File: src/rtl/utf8_char_decoder_top_defines.svh
// ----------------------------------------------------------------------------
// UTF-8 character decoder assertion macros
// Shared assertion forms for the decoder's concurrent checks.
// ----------------------------------------------------------------------------
`ifndef UTF8_CHAR_DECODER_TOP_DEFINES_SVH
`define UTF8_CHAR_DECODER_TOP_DEFINES_SVH

// Same-cycle implication, disabled while reset is high.
`define UTF8D_ASSERT_IMPL(name, clk, rst, ante, cons, msg) \
   name: assert property (@(posedge clk) disable iff (rst) (ante) |-> (cons)) \
      else $error(msg);

// Next-cycle implication, disabled while reset is high.
`define UTF8D_ASSERT_NEXT(name, clk, rst, ante, cons, msg) \
   name: assert property (@(posedge clk) disable iff (rst) (ante) |=> (cons)) \
      else $error(msg);

`endif

File: src/rtl/utf8d_pkg.sv
// ----------------------------------------------------------------------------
// UTF-8 character decoder package
// Transfer types, status codes and lead-byte helper functions.
// ----------------------------------------------------------------------------
package utf8d_pkg;

   typedef enum logic [2:0] {
      ST_OK       = 3'd0,
      ST_EMPTY    = 3'd1,
      ST_SHORT    = 3'd2,
      ST_ILLEGAL  = 3'd3,
      ST_BADCONT  = 3'd4,
      ST_OVERLONG = 3'd5
   } status_type;

   typedef struct packed {
      logic [7:0] byte_0;
      logic [7:0] byte_1;
      logic [7:0] byte_2;
      logic [7:0] byte_3;
      logic [7:0] byte_4;
      logic [7:0] byte_5;
      logic [2:0] avail_bytes;
   } req_type;

   typedef struct packed {
      status_type  status;
      logic [2:0]  used_bytes;
      logic [30:0] code_point;
   } rsp_type;

   // Result of the lead-byte stage.
   typedef struct packed {
      status_type      status;
      logic [2:0]      len;
      logic [6:0]      lead_bits;
      logic [4:0]      cont_ok;
      logic [4:0][5:0] cont_bits;
   } lead_info_type;

   function automatic logic [2:0] seq_length(input logic [7:0] lead);
      logic [2:0] len;
      len = 3'd0;
      if (lead[7] == 1'b0) begin
         len = 3'd1;
      end else if (lead[7:5] == 3'b110) begin
         len = 3'd2;
      end else if (lead[7:4] == 4'b1110) begin
         len = 3'd3;
      end else if (lead[7:3] == 5'b11110) begin
         len = 3'd4;
      end else if (lead[7:2] == 6'b111110) begin
         len = 3'd5;
      end else if (lead[7:1] == 7'b1111110) begin
         len = 3'd6;
      end
      return len;
   endfunction

   function automatic logic [6:0] lead_mask(input logic [2:0] len);
      logic [6:0] mask;
      case (len)
         3'd1: mask = 7'h7f;
         3'd2: mask = 7'h1f;
         3'd3: mask = 7'h0f;
         3'd4: mask = 7'h07;
         3'd5: mask = 7'h03;
         3'd6: mask = 7'h01;
         default: mask = 7'h00;
      endcase
      return mask;
   endfunction

   function automatic logic [30:0] min_value(input logic [2:0] len);
      logic [30:0] limit;
      case (len)
         3'd2: limit = 31'h80;
         3'd3: limit = 31'h800;
         3'd4: limit = 31'h10000;
         3'd5: limit = 31'h200000;
         3'd6: limit = 31'h4000000;
         default: limit = 31'h0;
      endcase
      return limit;
   endfunction

endpackage

File: src/rtl/utf8d_lead_stage.sv
// ----------------------------------------------------------------------------
// UTF-8 decoder lead-byte stage
// Classifies the lead byte, applies the empty, illegal and length checks and
// registers the payload bits of every byte for the assembly stage.
// ----------------------------------------------------------------------------
module utf8d_lead_stage (
   input  logic                    clock,
   input  logic                    reset,
   input  logic                    in_valid,
   input  utf8d_pkg::req_type      req,
   output logic                    out_valid,
   output utf8d_pkg::lead_info_type out_info
);
   import utf8d_pkg::*;

   logic          valid_ff;
   lead_info_type info_ff;
   lead_info_type info_in;
   logic [2:0]    avail_sat;
   logic [2:0]    len;
   logic [4:0][7:0] conts;

   always_comb begin
      conts     = {req.byte_5, req.byte_4, req.byte_3, req.byte_2, req.byte_1};
      avail_sat = (req.avail_bytes == 3'd7) ? 3'd6 : req.avail_bytes;
      len       = seq_length(req.byte_0);

      info_in.len       = len;
      info_in.lead_bits = req.byte_0[6:0] & lead_mask(len);
      for (int i = 0; i < 5; i++) begin
         info_in.cont_ok[i]   = (conts[i][7:6] == 2'b10);
         info_in.cont_bits[i] = conts[i][5:0];
      end

      if (avail_sat == 3'd0) begin
         info_in.status = ST_EMPTY;
      end else if (len == 3'd0) begin
         info_in.status = ST_ILLEGAL;
      end else if (avail_sat < len) begin
         info_in.status = ST_SHORT;
      end else begin
         info_in.status = ST_OK;
      end
   end

   always_ff @(posedge clock) begin
      if (reset) begin
         valid_ff <= 1'b0;
      end else begin
         valid_ff <= in_valid;
      end
      info_ff <= info_in;
   end

   assign out_valid = valid_ff;
   assign out_info  = info_ff;

endmodule

File: src/rtl/utf8_char_decoder_top.sv
// ----------------------------------------------------------------------------
// UTF-8 character decoder
// Decodes one character of up to six bytes in the original UTF-8 form.
//
//   Channel   Direction  Handshake               Payload
//   request   in         start high, busy low    req_data (req_type)
//   response  out        rsp_strobe, one cycle   rsp_data (rsp_type)
//
// One window is accepted on every clock cycle; busy is never raised.
// Each result reaches the response ports through the lead-byte, assembly and
// range-check register stages, in that order.
// Reset clears only the valid bits of the pipeline; no result follows reset.
// The receiver cannot stall, so the pipeline advances on every cycle.
// ----------------------------------------------------------------------------
`include "utf8_char_decoder_top_defines.svh"

module utf8_char_decoder_top (
   input  logic               clock,
   input  logic               reset,
   input  logic               start,
   output logic               busy,
   input  utf8d_pkg::req_type req_data,
   output logic               rsp_strobe,
   output utf8d_pkg::rsp_type rsp_data
);
   import utf8d_pkg::*;

   logic          s1_valid;
   lead_info_type s1_info;

   logic          s2_valid_ff;
   status_type    s2_status_ff;
   status_type    s2_status_in;
   logic [2:0]    s2_len_ff;
   logic [30:0]   s2_value_ff;
   logic [30:0]   s2_value_in;
   logic          cont_bad;

   logic          rsp_valid_ff;
   rsp_type       rsp_ff;
   rsp_type       rsp_in;

   assign busy = 1'b0;

   utf8d_lead_stage u_lead (
      .clock     (clock),
      .reset     (reset),
      .in_valid  (start),
      .req       (req_data),
      .out_valid (s1_valid),
      .out_info  (s1_info)
   );

   always_comb begin
      cont_bad = 1'b0;
      for (int i = 0; i < 5; i++) begin
         if ((3'(i + 1) < s1_info.len) && !s1_info.cont_ok[i]) begin
            cont_bad = 1'b1;
         end
      end
      if (s1_info.status == ST_OK && cont_bad) begin
         s2_status_in = ST_BADCONT;
      end else begin
         s2_status_in = s1_info.status;
      end

      case (s1_info.len)
         3'd1: s2_value_in = {24'd0, s1_info.lead_bits};
         3'd2: s2_value_in = {20'd0, s1_info.lead_bits[4:0], s1_info.cont_bits[0]};
         3'd3: s2_value_in = {15'd0, s1_info.lead_bits[3:0], s1_info.cont_bits[0],
                              s1_info.cont_bits[1]};
         3'd4: s2_value_in = {10'd0, s1_info.lead_bits[2:0], s1_info.cont_bits[0],
                              s1_info.cont_bits[1], s1_info.cont_bits[2]};
         3'd5: s2_value_in = {5'd0, s1_info.lead_bits[1:0], s1_info.cont_bits[0],
                              s1_info.cont_bits[1], s1_info.cont_bits[2],
                              s1_info.cont_bits[3]};
         3'd6: s2_value_in = {s1_info.lead_bits[0], s1_info.cont_bits[0],
                              s1_info.cont_bits[1], s1_info.cont_bits[2],
                              s1_info.cont_bits[3], s1_info.cont_bits[4]};
         default: s2_value_in = 31'd0;
      endcase
   end

   always_comb begin
      if (s2_status_ff != ST_OK) begin
         rsp_in.status     = s2_status_ff;
         rsp_in.used_bytes = 3'd0;
         rsp_in.code_point = 31'd0;
      end else if (s2_value_ff < min_value(s2_len_ff)) begin
         rsp_in.status     = ST_OVERLONG;
         rsp_in.used_bytes = 3'd0;
         rsp_in.code_point = 31'd0;
      end else begin
         rsp_in.status     = ST_OK;
         rsp_in.used_bytes = s2_len_ff;
         rsp_in.code_point = s2_value_ff;
      end
   end

   always_ff @(posedge clock) begin
      if (reset) begin
         s2_valid_ff  <= 1'b0;
         rsp_valid_ff <= 1'b0;
      end else begin
         s2_valid_ff  <= s1_valid;
         rsp_valid_ff <= s2_valid_ff;
      end
      s2_status_ff <= s2_status_in;
      s2_len_ff    <= s1_info.len;
      s2_value_ff  <= s2_value_in;
      rsp_ff       <= rsp_in;
   end

   assign rsp_strobe = rsp_valid_ff;
   assign rsp_data   = rsp_ff;

   `UTF8D_ASSERT_IMPL(a_rsp_has_transfer, clock, reset, rsp_strobe, $past(start, 3),
                      "Result without a matching request transfer.")
   `UTF8D_ASSERT_NEXT(a_stage_flow, clock, reset, s2_valid_ff, rsp_strobe,
                      "Assembly stage item did not reach the output.")
   `UTF8D_ASSERT_IMPL(a_error_zero, clock, reset,
                      rsp_strobe && (rsp_data.status != ST_OK),
                      (rsp_data.used_bytes == 3'd0) && (rsp_data.code_point == 31'd0),
                      "Error result carries a non-zero count or code point.")
   `UTF8D_ASSERT_IMPL(a_ok_count, clock, reset,
                      rsp_strobe && (rsp_data.status == ST_OK),
                      (rsp_data.used_bytes != 3'd0) && (rsp_data.used_bytes <= 3'd6),
                      "Successful result has an impossible byte count.")

endmodule
File: config.mk
export PLATFORM = sky130hd
export DESIGN_NAME = utf8_char_decoder_top
export DESIGN_NICKNAME = d
export VERILOG_FILES = /design/src/rtl/utf8d_pkg.sv /design/src/rtl/utf8d_lead_stage.sv /design/src/rtl/utf8_char_decoder_top.sv
export VERILOG_INCLUDE_DIRS = /design/src /design/src/rtl
export SDC_FILE = /design/constraint.sdc
export NUM_CORES = 1
export LEC_CHECK = 0
export ABC_AREA = 1
export BUFFER_PORTS_ARGS = -buffer_cell sky130_fd_sc_hd__buf_2
export CORE_MARGIN = 2
export CORE_UTILIZATION = 55
export DETAILED_ROUTE_END_ITERATION = 8
export GPL_TIMING_DRIVEN = 0
export PLACE_DENSITY = 0.8
export SLEW_MARGIN = 30
export SYNTH_ARGS = -nofsm -noshare
export SYNTH_HDL_FRONTEND = slang
export SYNTH_SLANG_ARGS = --single-unit
File: constraint.sdc
create_clock -name clock -period 3.5 [get_ports clock]
set_clock_uncertainty 0.2 [all_clocks]
set_input_delay 0.35 -clock clock [delete_from_list [all_inputs] [get_ports clock]]
set_output_delay 0.35 -clock clock [all_outputs]
set_load 0.02 [all_outputs]
==> results of run 1 <==
[repair_timing]
item                                   in CTS  in global routing
endpoints found under the hold margin      48                  0
hold buffers                               53                  0
buffers inserted                            0                  0
[Yosys cell counts (all sizes together)]
library cell  number  area (um^2)
inv              103          387
ha                 6         75.1
o2111ai            1         8.76
o21ai             13         65.1
buf               12         83.8
o221ai            15          131
nand4              2         12.5
dfxtp            124         2480
nor2              78          323
and2               1         6.26
nor3               6         35.0
nand2             54          213
or2                2         12.5
clkbuf             6         22.5
o211ai             1         7.51
a21oi              9         48.8
nand3             20          105
o22ai             21          131
a211o              1         8.76
conb               1         3.75
nand3b             1         7.51
[cells by family (layout without fill, tap and decap cells)]
| family | after synthesis | in the layout | synth area share |
|---|---|---|---|
| adders and majority gates | 6 | 6 | 0.0180 |
| and+or+nand+nor | 164 | 164 | 0.171 |
| other | 1 | 1 | 0.000899 |
| buffers and inverters | 121 | 297 | 0.118 |
| DFF | 124 | 124 | 0.595 |
| AOI/OAI and AO/OA | 61 | 61 | 0.0963 |
[power groups by stage]
stage / Sequential, W / Clock, W / Combinational, W
floorplan: 0.00155 / 0 / 0.000142
global placement: 0.00154 / 0 / 0.000245
detailed placement: 0.00154 / 0 / 0.000251
CTS: 0.00151 / 0.00176 / 0.000298
global route: 0.00152 / 0.00183 / 0.000338
finish: 0.00151 / 0.00174 / 0.000310
[registers in the layout, summed over array words and instances, names as in the netlist]
| register | count |
|---|---|
| u_lead.out_info | 47 |
| rsp_data | 37 |
| s2_value_ff | 31 |
| s2_len_ff | 3 |
| s2_status_ff | 3 |
| rsp_strobe | 1 |
| s2_valid_ff | 1 |
| u_lead.out_valid | 1 |
[layout make-up]
class,count,area [um^2],area share
flip-flops and latches,124,2480,0.422
multi-input cells,232,1190,0.203
repair buffers,144,986,0.168
clock buffers,19,442,0.0750
inverters,103,387,0.0657
clock inverters,13,164,0.0278
well taps,99,124,0.0210
plain buffers,18,106,0.0181
[final timing paths]
check                              start                              to  slack (ns)
min reg2reg  u_lead.out_info[44]$_DFF_P_            s2_len_ff[2]$_DFF_P_        0.17
max                         req_data[50]  u_lead.out_info[46]$_SDFF_PP0_        1.23
max reg2reg         s2_len_ff[0]$_DFF_P_         rsp_data[23]$_SDFF_PP0_        1.29
min                         req_data[49]     u_lead.out_info[43]$_DFF_P_        0.14
[metal layers]
layer  track usage  up-vias  part of all wire
li1              -     1810                 -
met1         0.305     1697              0.38
met2         0.544      176              0.54
met3        0.0755       18             0.062
met4         0.120        0             0.015
met5             0        -                 0
[per-stage QoR]
stage | setup WS [ns] | power (W) | instance area, um^2
3_3_place_gp | 1.40 | 0.00178 | 4750
5_1_grt | 1.09 | 0.00369 | 5890
6_report | 1.23 | 0.00356 | 5890
2_1_floorplan | 1.71 | 0.00170 | 4170
4_1_cts | 1.30 | 0.00357 | 5890
3_5_place_dp | 1.36 | 0.00179 | 4750
[tightest hold or removal path: cells and delay by family]
kind / cells / cell delay, ns
simple gates: 3 / 0.31
buf+inv: 2 / 0.15
[cells in the final DEF (no fill, tap or decap), drive strengths merged]
cell type	instances
conb	1
dfxtp	124
clkinv	2
o22ai	21
clkbuf	25
or2	2
clkinvlp	5
nand3	20
o2111ai	1
ha	6
buf	103
nor3	6
a211o	1
a21oi	9
nand3b	1
nand2	54
nor2	78
nand4	2
o211ai	1
dlygate4sd3	53
and2	1
inv	106
o221ai	15
bufinv	3
o21ai	13
==> flow_metrics.env, run 1 <==
export IMPL_outcome="complete, no violations"
export IMPL_fmax_ghz=0.440
export IMPL_fill_cells=475
export IMPL_max_slew_margin=0.653
export IMPL_arrival_ns=2.49
export IMPL_dieArea_mm2=0.00829
export IMPL_clockPowerShare=0.489
export IMPL_yosysUniqueCellTypes=30
export IMPL_crit_type="primary input to flop"
export IMPL_crit_slowest_cell="dlygate4sd3_1"
export IMPL_dp_hpwl_mm=6.83
export IMPL_grt_max_degree=17
export IMPL_drv_slew=0
export IMPL_clk_latency_ns=0.50
export IMPL_syn_inst=477
export IMPL_cp_max_fo=6
export IMPL_critPathBufInv=3
export IMPL_wl_per_cell_um=15.1
export IMPL_maxCapViolCount=0
export IMPL_p_int_w=0.00274
export IMPL_root_buffer="clkbuf_8"
export IMPL_drt_iter0_drc=267
export IMPL_syn_nets=537
export IMPL_worst_setup_path_end_kind="flop"
export IMPL_leakagePower_nw=2.87
export IMPL_routed_wl_mm=11.3
export IMPL_combPwrFrac=0.087
export IMPL_postLayoutCoreUtil=0.807
export IMPL_post_cts_resized=0
export IMPL_vias_per_cell=4.92
export IMPL_clk_pin_slew_worst_paths_ns=0.06
export IMPL_drive_gt1_frac=0.234
export IMPL_area_growth_pct=41.1
export IMPL_grt_pass1_wl_mm=18.5
export IMPL_crit_chain="dlygate4sd3_1 > buf_2 > nand2_1 > nor2_1 > nand3_1 > nand2_1 > nor2_1 > ha_1 > nand2_1 > inv_1 > nand2_1 > nand2_1 > a21oi_1"
export IMPL_worst_ep_required_time_ns=3.72
export IMPL_grt_overflow=0
export IMPL_min_path_type="primary input to flop"
export IMPL_die_h_um=91.1
export IMPL_whs_path_depth=5
export IMPL_insertedDiodeCount=0
export IMPL_min_period_over_period=0.650
export IMPL_r2r_cells=12
export IMPL_period_needed_ns=2.27
export IMPL_antenna_found_initial=0
export IMPL_ys_ff_latch=124
export IMPL_first_pass_iters=5
export IMPL_die_w_um=91.1
export IMPL_cpMostUsedCell="nand2_1"
export IMPL_drc=0
export IMPL_h_tree_depth=4
export IMPL_syn_area_mm2=0.00417
export IMPL_crit_cells=13
export IMPL_rsz0062_at_grt="no"
export IMPL_nets=700
export IMPL_worst_pin_slew_ns=0.520
export IMPL_slowest_delay_ns=0.56
export IMPL_setup_violations_final=0
export IMPL_dp_cells=667
export IMPL_yosys_warnings=0
export IMPL_powerDensity_mw_per_mm2=606
export IMPL_setup_tns_final_ns=0
export IMPL_gp_congestion=0.890
export IMPL_ys_seq_area_frac=0.595
export IMPL_cts_sinks=124
export IMPL_seq_power_share=0.424
export IMPL_grt_total_usage=0.290
export IMPL_critical_path_top_delay_family="simple AND/OR/NAND/NOR gates"
export IMPL_num_io_pins=93
export IMPL_holdWs_ns=0.137
export IMPL_irDropWorstVdd_mv=0.387
export IMPL_cts_inserted_buffers=17
export IMPL_grt_pass1_vias=3926
export IMPL_stdcell_count=752
export IMPL_avgSynthCellArea_um2=8.74
export IMPL_finalHoldViolations=0
export IMPL_rows=31
export IMPL_ant_nets=0
export IMPL_power_switching_w=0.000823
export IMPL_port_buffers=91
export IMPL_start_util=0.572
export IMPL_swShare=0.231
export IMPL_cts_tree="yes"
export IMPL_cp_start_kind="primary input"
export IMPL_cts_path_max_buffers=2
export IMPL_num_vias=3701
export IMPL_core_area_mm2=0.00729
Note: power is estimated with default switching activity, not from simulation.
==> run 2, diff against run 1 <==
CORE_UTILIZATION = 53   (was 55)
PLACE_DENSITY = 0.77   (was 0.8)
clock period = 2.1 ns   (was 3.5 ns; I/O delays follow)
==> flow_metrics.env, run 2 (synthesis gave the netlist of run 1 again) <==
export IMPL_regToRegSetupSlack_ns=-0.10
export IMPL_rsz0062_at_grt="yes"
export IMPL_clk_pin_slew_worst_paths_ns=0.06
export IMPL_nets=717
export IMPL_first_pass_iters=5
export IMPL_vias_per_cell=5.01
export IMPL_gp_congestion=0.851
export IMPL_worst_ep_required_time_ns=2.35
export IMPL_antenna_found_initial=0
export IMPL_regToRegStartpoint="s2_len_ff[2]$_DFF_P_"
export IMPL_port_buffers=91
export IMPL_leakagePower_nw=3.01
export IMPL_violations="negative setup slack"
export IMPL_cts_sinks=124
export IMPL_drive_gt1_frac=0.296
export IMPL_fill_cells=459
export IMPL_placed_area_mm2=0.00475
export IMPL_busiest_layer="met2"
export IMPL_clk_latency_ns=0.53
export IMPL_die_h_um=92.7
export IMPL_use_met1=0.293
export IMPL_root_buffer="clkbuf_8"
export IMPL_grt_pass1_wl_mm=17.6
export IMPL_r2r_end="rsp_data[20]$_SDFF_PP0_"
export IMPL_crit_type="flop to flop"
export IMPL_start_util=0.542
export IMPL_grt_pass1_vias=3830
export IMPL_rows=32
export IMPL_h_tree_depth=4
export IMPL_dp_cells=670
export IMPL_p_total_w=0.00612
export IMPL_min_period_over_period=1.05
export IMPL_cts_path_max_buffers=2
export IMPL_outcome="finished with violations"
export IMPL_ff_latch_area_mm2=0.00249
export IMPL_dieArea_mm2=0.00859
export IMPL_period_needed_ns=2.20
export IMPL_multi_input_area_mm2=0.00137
export IMPL_min_path_type="primary input to flop"
export IMPL_insertedDiodeCount=0
export IMPL_drv_slew=0
export IMPL_drc=0
export IMPL_maxCapViolCount=0
export IMPL_fmax_ghz=0.454
export IMPL_finalHoldViolations=0
export IMPL_area_growth_pct=50.3
export IMPL_cp_start_kind="flop"
export IMPL_grt_overflow=0
export IMPL_r2r_cells=11
export IMPL_stdcell_count=772
export IMPL_finalWorstSetupSlack_ns=-0.104
export IMPL_grt_max_degree=17
export IMPL_final_area_mm2=0.00627
export IMPL_grt_total_usage=0.272
export IMPL_core_area_mm2=0.00769
export IMPL_drt_iter0_drc=268
export IMPL_max_slew_margin=0.156
export IMPL_largest_reg_flops=47
export IMPL_grt_use_met3=0.0732
export IMPL_setup_violations_final=30
export IMPL_ant_nets=0
export IMPL_arrival_ns=2.46
export IMPL_cp_max_fo=6
export IMPL_irDropWorstVdd_mv=0.685
export IMPL_final_common_cell="dfxtp_1"
export IMPL_num_vias=3868
export IMPL_routed_wl_mm=12.0
export IMPL_worst_pin_slew_ns=1.26
export IMPL_whs_path_depth=6
export IMPL_powerDensity_mw_per_mm2=977
export IMPL_cts_tree="yes"
export IMPL_die_w_um=92.7
export IMPL_cts_inserted_buffers=17
export IMPL_hold_start="req_data[2]"
export IMPL_dp_hpwl_mm=6.54
export IMPL_final_cell_mix="dfxtp_1 (121), inv_1 (100), buf_2 (98), dlygate4sd3_1 (58), nand2_1 (50)"
export IMPL_num_io_pins=93
export IMPL_met2_usage=0.470
export IMPL_worst_setup_path_end_kind="flop"
export IMPL_hold_end="u_lead.out_info[46]$_SDFF_PP0_"
export IMPL_wl_per_cell_um=15.6
export IMPL_pre_cts_ws_ns=-0.00806
[run 2: cell count changes in the layout (fill, tap and decap cells not counted), sizes merged]
cell,delta
dlygate4sd3,+5
clkinv,+3
clkinvlp,-3
buf,+9
nand2,+1
clkbuf,+2
[run 2: repair_timing]
item                                   4_1_cts  5_1_grt
setup endpoints to repair                   30       36
setup buffers                                1        7
endpoints found under the hold margin       50        0
pin swaps                                    3       10
gates cloned                                 1        3
hold buffers                                58        0
gates resized for setup                      8       45
[run 2: layout make-up]
cell class | count | share of cell area
tap | 102 | 0.0204
sequential | 124 | 0.398
clock inverter | 13 | 0.0262
clock buffer | 19 | 0.0705
multi-input combinational | 233 | 0.219
inverter | 103 | 0.0625
buffer | 18 | 0.0196
timing repair buffer | 160 | 0.185
[run 2: metrics by stage]
stage | utilization | hold slack [ns] | TNS [ns]
after detailed placement | 0.618 | 0.114 | -0.0352
final | 0.815 | 0.0557 | -1.17
after floorplan | - | 0.0377 | 0
after global routing | 0.815 | 0.0804 | -3.55
after CTS | 0.777 | 0.0112 | -0.00880
after global placement | 0.618 | 0.112 | 0
[run 2: worst max path at each step]
| stage | startpoint | end | slack [ns] | depth (start not counted) |
|---|---|---|---|---|
| after floorplan | s2_len_ff[0]$_DFF_P_ | rsp_data[10]$_SDFF_PP0_ | 0.31 | 12 |
| after global placement | s2_len_ff[0]$_DFF_P_ | rsp_data[4]$_SDFF_PP0_ | 0.05 | 12 |
| after detailed placement | s2_len_ff[0]$_DFF_P_ | rsp_data[28]$_SDFF_PP0_ | -0.008 | 12 |
| after CTS | s2_len_ff[0]$_DFF_P_ | rsp_data[10]$_SDFF_PP0_ | -0.009 | 12 |
| after global routing | s2_len_ff[0]$_DFF_P_ | rsp_data[20]$_SDFF_PP0_ | -0.18 | 11 |
| final | s2_len_ff[2]$_DFF_P_ | rsp_data[20]$_SDFF_PP0_ | -0.10 | 11 |
[run 2: layer usage]
| layer | up-vias | wire (um) |
|---|---|---|
| met5 | - | 0 |
| met1 | 1811 | 4580 |
| met2 | 180 | 6380 |
| met3 | 34 | 742 |
| li1 | 1843 | - |
| met4 | 0 | 304 |
[run 2: where the power goes]
part / leakage (nW) / switching, W / total, W / internal [W]
Combinational: 1.69 / 0.000362 / 0.000672 / 0.000310
Clock: 0.295 / 0.00105 / 0.00293 / 0.00188
Sequential: 1.02 / 0.0000515 / 0.00252 / 0.00247
[run 2: critical path, stage by stage (launching register included)]
cell       delay, ns
dfxtp_2         0.40
nand3_2         0.13
ha_4            0.28
nand2_2         0.06
nor2_4          0.09
nand3b_1        0.11
nor2_2          0.15
nand2_2         0.11
nand2_4         0.15
nand2_8         0.11
clkbuf_16       0.24
nor2_1          0.11
==> run 3, diff against run 2 <==
CORE_UTILIZATION = 45   (was 53)
PLACE_DENSITY = 0.67   (was 0.77)
==> flow_metrics.env, run 3 (synthesis gave the netlist of run 1 again) <==
export IMPL_outcome="finished with violations"
export IMPL_violations="negative setup slack"
export IMPL_drv_slew=0
export IMPL_area_growth_pct=49.7
export IMPL_routed_wl_mm=10.9
export IMPL_min_period_over_period=1.02
export IMPL_final_common_cell="dfxtp_1"
export IMPL_fill_cells=712
export IMPL_slowest_delay_ns=0.37
export IMPL_finalWorstSetupSlack_ns=-0.0378
export IMPL_cts_tree="yes"
export IMPL_cts_sinks=124
export IMPL_setup_violations_final=13
export IMPL_max_slew_margin=0.126
export IMPL_cp_max_fo=5
export IMPL_maxCapViolCount=0
export IMPL_port_buffers=91
export IMPL_drt_iter0_drc=168
export IMPL_worst_setup_path_end_kind="flop"
export IMPL_clk_pin_slew_worst_paths_ns=0.06
export IMPL_irDropWorstVdd_mv=0.389
export IMPL_die_h_um=100
export IMPL_stdcell_count=782
export IMPL_cp_start_kind="flop"
export IMPL_drc=0
export IMPL_cts_path_max_buffers=2
export IMPL_crit_chain="inv_4 > nand3_4 > ha_4 > nand2_4 > nor2_4 > nand3b_1 > nor2_1 > nand2_2 > nand2_4 > nand2_8 > clkbuf_16 > nor2_4"
export IMPL_wl_per_cell_um=14.0
export IMPL_antenna_found_initial=0
export IMPL_vias_per_cell=4.79
export IMPL_grt_total_usage=0.210
export IMPL_clk_latency_ns=0.51
export IMPL_nets=718
export IMPL_first_pass_iters=5
export IMPL_gp_congestion=0.841
export IMPL_use_met1=0.230
export IMPL_min_path_type="primary input to flop"
export IMPL_h_tree_depth=4
export IMPL_cts_inserted_buffers=17
export IMPL_worst_ep_required_time_ns=2.35
export IMPL_powerDensity_mw_per_mm2=940
export IMPL_grt_pass1_vias=3561
export IMPL_busiest_layer="met2"
export IMPL_root_buffer="clkbuf_8"
export IMPL_die_w_um=100
export IMPL_num_io_pins=93
export IMPL_grt_max_degree=17
export IMPL_start_util=0.458
export IMPL_num_vias=3743
export IMPL_fmax_ghz=0.468
export IMPL_arrival_ns=2.39
export IMPL_grt_overflow=0
export IMPL_grt_pass1_wl_mm=16.1
export IMPL_largest_reg_flops=47
export IMPL_drive_gt1_frac=0.292
export IMPL_dp_cells=679
export IMPL_rows=35
export IMPL_postLayoutCoreUtil=0.685
export IMPL_rsz0062_at_grt="yes"
export IMPL_ant_nets=0
export IMPL_core_area_mm2=0.00911
export IMPL_finalHoldViolations=0
export IMPL_worst_pin_slew_ns=1.30
export IMPL_final_cell_mix="dfxtp_1 (121), inv_1 (100), buf_2 (98), dlygate4sd3_1 (58), nor2_1 (51)"
export IMPL_crit_type="flop to flop"
export IMPL_met2_usage=0.380
export IMPL_insertedDiodeCount=0
export IMPL_crit_slowest_cell="dfxtp_4"
export IMPL_dp_hpwl_mm=6.85
export IMPL_dieArea_mm2=0.0101
export IMPL_period_needed_ns=2.14
export IMPL_grt_use_met3=0.0634
export IMPL_leakagePower_nw=2.98
[run 3: cell types whose count changed in the layout (fill, tap and decap cells not counted), moves of 2 or more]
cell and delta:
clkinvlp_4 +2, bufinv_16 -2, nand3_4 +2, nor2_4 -3, nor2_1 +3, nand3_2 -3, inv_6 -2, clkinv_4 +2
[run 3: final cells by class]
cell class,count,area (um^2),share of cell area
plain buffers,18,123,0.0196
clock buffers,19,442,0.0708
clock inverters,13,119,0.0190
inverters,103,392,0.0628
multi-input cells,233,1370,0.219
flip-flops and latches,124,2490,0.400
well taps,111,139,0.0223
repair buffers,161,1170,0.187
[run 3: through the flow]
| stage | setup slack (ns) | total power (W) | TNS (ns) | instance area, um^2 | hold slack [ns] |
|---|---|---|---|---|---|
| floorplan | 0.306 | 0.00283 | 0 | 4170 | 0.0377 |
| global route | -0.0946 | 0.00607 | -1.91 | 6240 | 0.104 |
| CTS | 0.00804 | 0.00573 | 0 | 5910 | 0.00896 |
| global placement | 0.0243 | 0.00298 | 0 | 4760 | 0.113 |
| finish | -0.0378 | 0.00586 | -0.142 | 6240 | 0.0771 |
| detailed placement | -0.0157 | 0.00299 | -0.0216 | 4760 | 0.114 |
[run 3: per-layer routing]
metal / share of wire / up-vias / wire (um)
li1: - / 1848 / -
met1: 0.40 / 1730 / 4360
met2: 0.52 / 145 / 5680
met3: 0.055 / 20 / 603
met4: 0.026 / 0 / 282
met5: 0 / - / 0
[run 3: where the power goes]
part / internal (W) / switching [W] / leakage, nW
sequential: 0.00247 / 0.0000542 / 1.02
clock: 0.00163 / 0.00105 / 0.266
combinational: 0.000314 / 0.000341 / 1.69
total: 0.00442 / 0.00145 / 2.98
[run 3: critical path: cells and delay by family, from the launching register on]
family	cells	cell delay, ns
AND/OR/NAND/NOR	9	0.91
flip-flops	1	0.37
adder cells (fa/ha/maj)	1	0.28
buffers and inverters	2	0.31
[run 3: worst paths after layout]
kind                                                  start                             end  slack [ns]  cells past startpoint
worst max-delay path                   s2_len_ff[1]$_DFF_P_         rsp_data[27]$_SDFF_PP0_       -0.04                     12
worst min-delay path                            req_data[2]  u_lead.out_info[46]$_SDFF_PP0_        0.08                      6
worst max register to register         s2_len_ff[1]$_DFF_P_         rsp_data[27]$_SDFF_PP0_       -0.04                     12
worst min register to register  u_lead.out_info[44]$_DFF_P_            s2_len_ff[2]$_DFF_P_        0.15                      0
[run 3: timing repair]
| action | in CTS | in global routing |
|---|---|---|
| endpoints found under the hold margin | 50 | 0 |
| setup endpoints to repair | 3 | 33 |
| hold buffers | 58 | 0 |
| setup buffers | 0 | 9 |
| resized for setup | 1 | 51 |
| cloned | 0 | 4 |
| pin swaps | 0 | 16 |
